[config.mk]
export PLATFORM = sky130hd
export DESIGN_NAME = parct_queue
export DESIGN_NICKNAME = d
export VERILOG_FILES = /design/src/rtl/parct_pkg.sv /design/src/rtl/parct_queue.sv
export SDC_FILE = /design/constraint.sdc
export NUM_CORES = 1
export LEC_CHECK = 0
export BUFFER_PORTS_ARGS = -buffer_cell sky130_fd_sc_hd__buf_2
export CAP_MARGIN = 15
export CORE_ASPECT_RATIO = 0.7
export CORE_MARGIN = 4
export CORE_UTILIZATION = 50
export DETAILED_ROUTE_END_ITERATION = 6
export GPL_ROUTABILITY_DRIVEN = 0
export HOLD_SLACK_MARGIN = 0.02
export PLACE_DENSITY = 0.77
export SKIP_LAST_GASP = 1
export SYNTH_ARGS = -nofsm -noshare
export SYNTH_HDL_FRONTEND = slang
export SYNTH_SLANG_ARGS = --single-unit
[constraint.sdc]
create_clock -name clk -period 29.3 [get_ports clk]
set_clock_uncertainty 0.15 [all_clocks]
set_input_delay 7.325 -clock clk [delete_from_list [all_inputs] [get_ports clk]]
set_output_delay 7.325 -clock clk [all_outputs]
set_load 0.03 [all_outputs]
[src/rtl/parct_pkg.sv]
// Shared types, constants and helpers for the point rotate/translate block.
// Used by every module under rtl/; depends on nothing.
package parct_pkg;

    // Coordinate and operand formats
    localparam int COORD_WIDTH = 32;
    localparam int COORD_FRAC  = 16;
    localparam int ANGLE_WIDTH = 16;
    localparam int SHIFT_WIDTH = 16;
    localparam int PHASE_WIDTH = 32;

    // Sine/cosine format: Q2.30, octant values unsigned in OCT_WIDTH bits
    localparam int TRIG_FRAC  = 30;
    localparam int TRIG_WIDTH = 32;
    localparam int OCT_WIDTH  = 31;
    localparam logic [OCT_WIDTH-1:0] TRIG_ONE    = OCT_WIDTH'(1) << TRIG_FRAC;
    localparam logic [OCT_WIDTH-1:0] HALF_PI_Q30 = OCT_WIDTH'(1686629713);

    // Polynomial divisors: first term, then one per refinement step; sine has none for its last
    localparam int SIN_INIT_DIV = 72;
    localparam int COS_INIT_DIV = 90;
    localparam int POLY_STEPS   = 4;
    localparam int SIN_DIV [POLY_STEPS-1] = '{42, 20, 6};
    localparam int COS_DIV [POLY_STEPS]   = '{56, 30, 12, 2};

    // Pipeline depths
    localparam int STEP_BASE   = 4;
    localparam int FE_LATENCY  = STEP_BASE + 2 * POLY_STEPS + 1;
    localparam int BE_LATENCY  = 3;
    localparam int QUEUE_DEPTH = 2;

    typedef enum logic [1:0] {
        MODE_ROT_X = 2'd0,
        MODE_ROT_Y = 2'd1,
        MODE_ROT_Z = 2'd2,
        MODE_MOVE  = 2'd3
    } mode_t;

    typedef struct packed {
        mode_t                          mode;
        logic signed [COORD_WIDTH-1:0]  in_x;
        logic signed [COORD_WIDTH-1:0]  in_y;
        logic signed [COORD_WIDTH-1:0]  in_z;
        logic [ANGLE_WIDTH-1:0]         turn_angle;
        logic signed [SHIFT_WIDTH-1:0]  shift_x;
        logic signed [SHIFT_WIDTH-1:0]  shift_y;
        logic signed [SHIFT_WIDTH-1:0]  shift_z;
    } item_t;

    typedef struct packed {
        logic signed [COORD_WIDTH-1:0]  out_x;
        logic signed [COORD_WIDTH-1:0]  out_y;
        logic signed [COORD_WIDTH-1:0]  out_z;
        logic                           clipped;
    } result_t;

    // Word handed from the front to the back through the queue
    typedef struct packed {
        mode_t                          mode;
        logic signed [COORD_WIDTH-1:0]  in_x;
        logic signed [COORD_WIDTH-1:0]  in_y;
        logic signed [COORD_WIDTH-1:0]  in_z;
        logic signed [SHIFT_WIDTH-1:0]  shift_x;
        logic signed [SHIFT_WIDTH-1:0]  shift_y;
        logic signed [SHIFT_WIDTH-1:0]  shift_z;
        logic signed [TRIG_WIDTH-1:0]   sin_k;
        logic signed [TRIG_WIDTH-1:0]   cos_k;
    } fe_word_t;

    // Queue status seen by the top level
    typedef struct packed {
        logic avail;
        logic full;
    } q_stat_t;

    // Exact quotient by a constant: multiply by its rounded-up reciprocal
    function automatic logic [OCT_WIDTH-1:0] const_quot(
        input logic [OCT_WIDTH-1:0] v,
        input logic [31:0]          magic,
        input int unsigned          sh
    );
        logic [63:0] p;
        p = 64'(v) * 64'(magic);
        return OCT_WIDTH'(p >> sh);
    endfunction

endpackage

[src/rtl/parct_queue.sv]
// Short register queue between the front and the back end.
// Depends on parct_pkg for the word and status types.
module parct_queue #(
    parameter int DEPTH = parct_pkg::QUEUE_DEPTH
) (
    input  logic                 clk,
    input  logic                 rst_n,
    input  logic                 push,
    input  parct_pkg::fe_word_t  push_word,
    output parct_pkg::fe_word_t  pop_word,
    output parct_pkg::q_stat_t   stat
);

    localparam int PTR_W = (DEPTH > 1) ? $clog2(DEPTH) : 1;
    localparam int CNT_W = $clog2(DEPTH + 1);

    parct_pkg::fe_word_t entry_reg [DEPTH];
    logic [PTR_W-1:0]    wr_ptr_reg;
    logic [PTR_W-1:0]    rd_ptr_reg;
    logic [CNT_W-1:0]    count_reg;
    logic [CNT_W-1:0]    count_next;
    logic                pop;

    // The back end takes a word in every cycle one is there
    assign pop        = count_reg != '0;
    assign stat.avail = pop;
    assign stat.full  = count_reg == CNT_W'(DEPTH);
    assign pop_word   = entry_reg[rd_ptr_reg];

    always_comb
    begin
        count_next = count_reg;
        if (push && !pop)
            count_next = count_reg + CNT_W'(1);
        else if (pop && !push)
            count_next = count_reg - CNT_W'(1);
    end

    // Advance pointers and count
    always_ff @(posedge clk or negedge rst_n)
    begin
        if (!rst_n)
        begin
            wr_ptr_reg <= '0;
            rd_ptr_reg <= '0;
            count_reg  <= '0;
        end
        else
        begin
            count_reg <= count_next;
            if (push)
                wr_ptr_reg <= (wr_ptr_reg == PTR_W'(DEPTH - 1)) ? '0
                                                                 : wr_ptr_reg + PTR_W'(1);
            if (pop)
                rd_ptr_reg <= (rd_ptr_reg == PTR_W'(DEPTH - 1)) ? '0
                                                                 : rd_ptr_reg + PTR_W'(1);
        end
    end

    // Hold words
    always_ff @(posedge clk)
    begin
        if (push)
            entry_reg[wr_ptr_reg] <= push_word;
    end

`ifndef SYNTHESIS
    a_q_no_overflow: assert property (@(posedge clk) disable iff (!rst_n)
        push |-> !stat.full || pop)
        else $error("queue written while full");
    a_q_count_bound: assert property (@(posedge clk) disable iff (!rst_n)
        count_reg <= CNT_W'(DEPTH))
        else $error("queue count beyond depth");
`endif

endmodule

==> summary.md <==
- **worst hold slack** 0.340 ns
- **number of buffers added for setup after CTS** 0
- **number of antenna violations at the first check in global routing** 12
- **overall routing resource usage** 18.9%
- **# setup viols final** 0
- **total wire length** 33.1 mm
- **fraction of power consumed by sequential logic** 41.1%
- **Worst R2R End** entry_reg[0][185]
- **instance area at placement** 17900 um^2
- **ranking of synthesized cells by instance count** sky130_fd_sc_hd__edfxtp_1 (420), sky130_fd_sc_hd__mux2_2 (210), sky130_fd_sc_hd__buf_6 (21)
- **per-cell via count in the routed design** 5.10
- **slew at the pin closest to its max-slew limit** 1.05 ns
- **number of enable-type register cells in the synthesized netlist** 420
- **post-synthesis cell area** 15400 um^2
- **Core Util, Final** 63.4%
- **Antenna Violating Nets Remaining** 0
- **count of hold-fix buffers inserted at cts** 0
- **CTS sink cnt** 424
- **maximum cell stage delay along the critical path** 0.76 ns
- **fmax** 92.9 MHz
- **crit path kind** reg -> out
- **ys async rst share** 0.943%
- **die outline width** 218 um
- **flop-to-flop setup slack** 26.42 ns
- **port bufs** 424
- **Sw Share** 35.1%
- **max-cap check violation count** 0
- **maximum vdd ir drop** 75.9 uV
- **Worst setup startpoint** rd_ptr_reg
- **post-synthesis instance total** 670
- **startpoint types** flip-flop
- **via count of the routed design** 7982
- **library cell with the highest instance count after synthesis** sky130_fd_sc_hd__edfxtp_1
- **area occupied by registers** 12700 um^2
- **total leakage power** 0.00716 uW
- **worst skew pair latency** 0.52 ns
- **critical path peak fanout** 68
- **height of the chip** 155 um
- **part of the Yosys area used for sequential elements** 82.5%
- **Synth cell types** 13
- **synthesis-to-finish area growth** 24.0%
- **worst flop-to-flop path startpoint** wr_ptr_reg
- **critical path, cell by cell** buf_4 > buf_4 > mux2_2 > buf_2
- **Initial Utilization** 51.1%
- **critical path arrival** 3.29 ns
- **number of cell instances on the worst register-to-register path** 4
- **Remaining DRCs** 0
- **Final period util** 36.8%
- **Hold Crit Class** reg -> reg
- **number of nets in the layout** 1334
- **top cells by area, synth** sky130_fd_sc_hd__edfxtp_1 (82%), sky130_fd_sc_hd__mux2_2 (15%), sky130_fd_sc_hd__buf_6 (1.5%)
- **most frequent CP cell** sky130_fd_sc_hd__buf_4
- **outcome** finished clean
- **Filler cells** 2076
- **minimum period implied by the final worst setup slack** 10.77 ns
- **Root Driver** sky130_fd_sc_hd__clkbuf_16
- **number of flip-flops in the largest register** 420
- **power density cells** 107 nW/um^2
- **clock group share of total power** 23.8%
- **TritonCTS clock tree** done
- **number of warnings printed during yosys synthesis** 0
- **worst hold path startpoint** count_reg[1]
- **number of endpoints with negative hold slack in the final report** 0
- **number of I/O pins** 425
- **primary flip-flop cell chosen by synthesis mapping** sky130_fd_sc_hd__edfxtp_1
- **total negative slack for setup checks** 0 ns
- **CTS Buf Count** 39
- **overall die area** 33800 um^2
- **instance count along the most critical hold path** 1
- **1st-iter DRT viols** 631
- **clock transition at the registers of the reported paths** 0.06 ns
- **Synth top area share** 81.8%
- **maximum number of buffers from clock root to sink** 3
- **cells resized by post-CTS repair** 0
- **share of post-route cells with drive strength above 1** 60.4%
- **maximum number of pins on one net before global-route repair** 78
- **Synth area leader** sky130_fd_sc_hd__edfxtp_1
- **number of detailed-routing iterations run before antenna repair** 5
- **Worst Setup End Kind** primary output
- **core area** 30200 um^2
- **setup repair after global routing missed its margin** false
- **total congestion overflow after global routing** 0
- **Worst Hold Endpoint** count_reg[1]
- **maximum level of the CTS H-tree** 2
- **average cell area after synthesis** 23.0 um^2
- **Power Internal** 1320 uW
- **pins over their slew limit** 0
- **switching power** 715 uW
- **routed wire length per instance** 21.2 um
- **number of nets in the synthesized netlist** 884
- **slowest library cell on the worst path** sky130_fd_sc_hd__buf_4
- **normalized max-slew margin** 30.3%
- **Detailed Place HPWL** 22.6 mm
- **FP Rows** 53
- **first-pass GRT wire length** 48.8 mm
- **Critical Path RT** 21.83 ns
- **combinational fraction of design power** 35.1%
- **count of state elements after synthesis** 424
- **sum of internal, switching and leakage power** 2040 uW
- **vias in the first global route** 8233
- **area of all placed cells without fillers** 19100 um^2
- **multi-input gate area in the final layout** 2460 um^2
==> cell families after synthesis <==
logic type,Yosys count,share of synthesized area (%)
muxes,210,15.3
DFF,424,82.5
and+or+nand+nor,5,0.170
buffers and inverters,25,1.67
xor gates and xnor gates,5,0.284
adders and majority gates,1,0.0811
==> per-layer routing <==
layer / up-vias / GRT usage [%] / wire length, um / part of all wire, %
li1: 3589 / - / - / -
met1: 3960 / 24.4 / 12800 / 39
met2: 355 / 29.5 / 15800 / 48
met3: 66 / 7.59 / 3510 / 11
met4: 12 / 6.80 / 896 / 2.7
met5: - / 0 / 76 / 0.23
==> final cells by class <==
class | count | share of cell area, %
Antenna cell | 6 | 0.0785
Multi-Input combinational cell | 221 | 12.9
Sequential cell | 424 | 66.5
Timing Repair Buffer | 433 | 11.5
Clock buffer | 54 | 5.62
Inverter | 1 | 0.0196
Tap cell | 412 | 2.70
Clock inverter | 15 | 0.726
==> power groups by stage <==
stage,sequential (uW),combinational (uW),clock (uW)
floorplan,871,546,0
global placement,847,713,0
detailed placement,851,718,0
CTS,840,722,495
global route,848,753,524
finish,838,714,485
==> layout by cell type (no fill, tap or decap), types with 3 or more instances in the layout <==
master | Yosys | final
sky130_fd_sc_hd__buf_2 | 2 | 424
sky130_fd_sc_hd__edfxtp_1 | 420 | 420
sky130_fd_sc_hd__mux2_2 | 210 | 210
sky130_fd_sc_hd__clkbuf_16 | 0 | 41
sky130_fd_sc_hd__clkbuf_1 | 0 | 13
sky130_fd_sc_hd__clkinv_1 | 0 | 9
sky130_fd_sc_hd__buf_4 | 1 | 8
sky130_fd_sc_hd__diode_2 | 0 | 6
sky130_fd_sc_hd__xor2_1 | 3 | 3
sky130_fd_sc_hd__clkinv_2 | 0 | 3
sky130_fd_sc_hd__bufinv_16 | 0 | 3
sky130_fd_sc_hd__dfrtp_1 | 4 | 3
==> worst max path at each step <==
| stage | to | cells past startpoint |
|---|---|---|
| finish | pop_word[82] | 4 |
| global route | pop_word[156] | 4 |
| CTS | pop_word[156] | 4 |
| detailed placement | entry_reg[0][101] | 4 |
| global placement | entry_reg[0][183] | 4 |
| floorplan | entry_reg[0][0] | 1 |
==> per-stage QoR <==
stage               cells  worst slack (ns)
finish               1566             18.53
global route         1565             18.37
CTS                  1559             18.49
detailed placement   1490             18.88
global placement     1490             18.90
floorplan             670             11.97
==> critical path, delay by kind of cell (launching register included) <==
kind                   cells  cell delay, ns
DFF                        1            0.61
muxes                      1            0.41
buffers and inverters      3            1.64
Note: power is estimated with default switching activity, not from simulation.
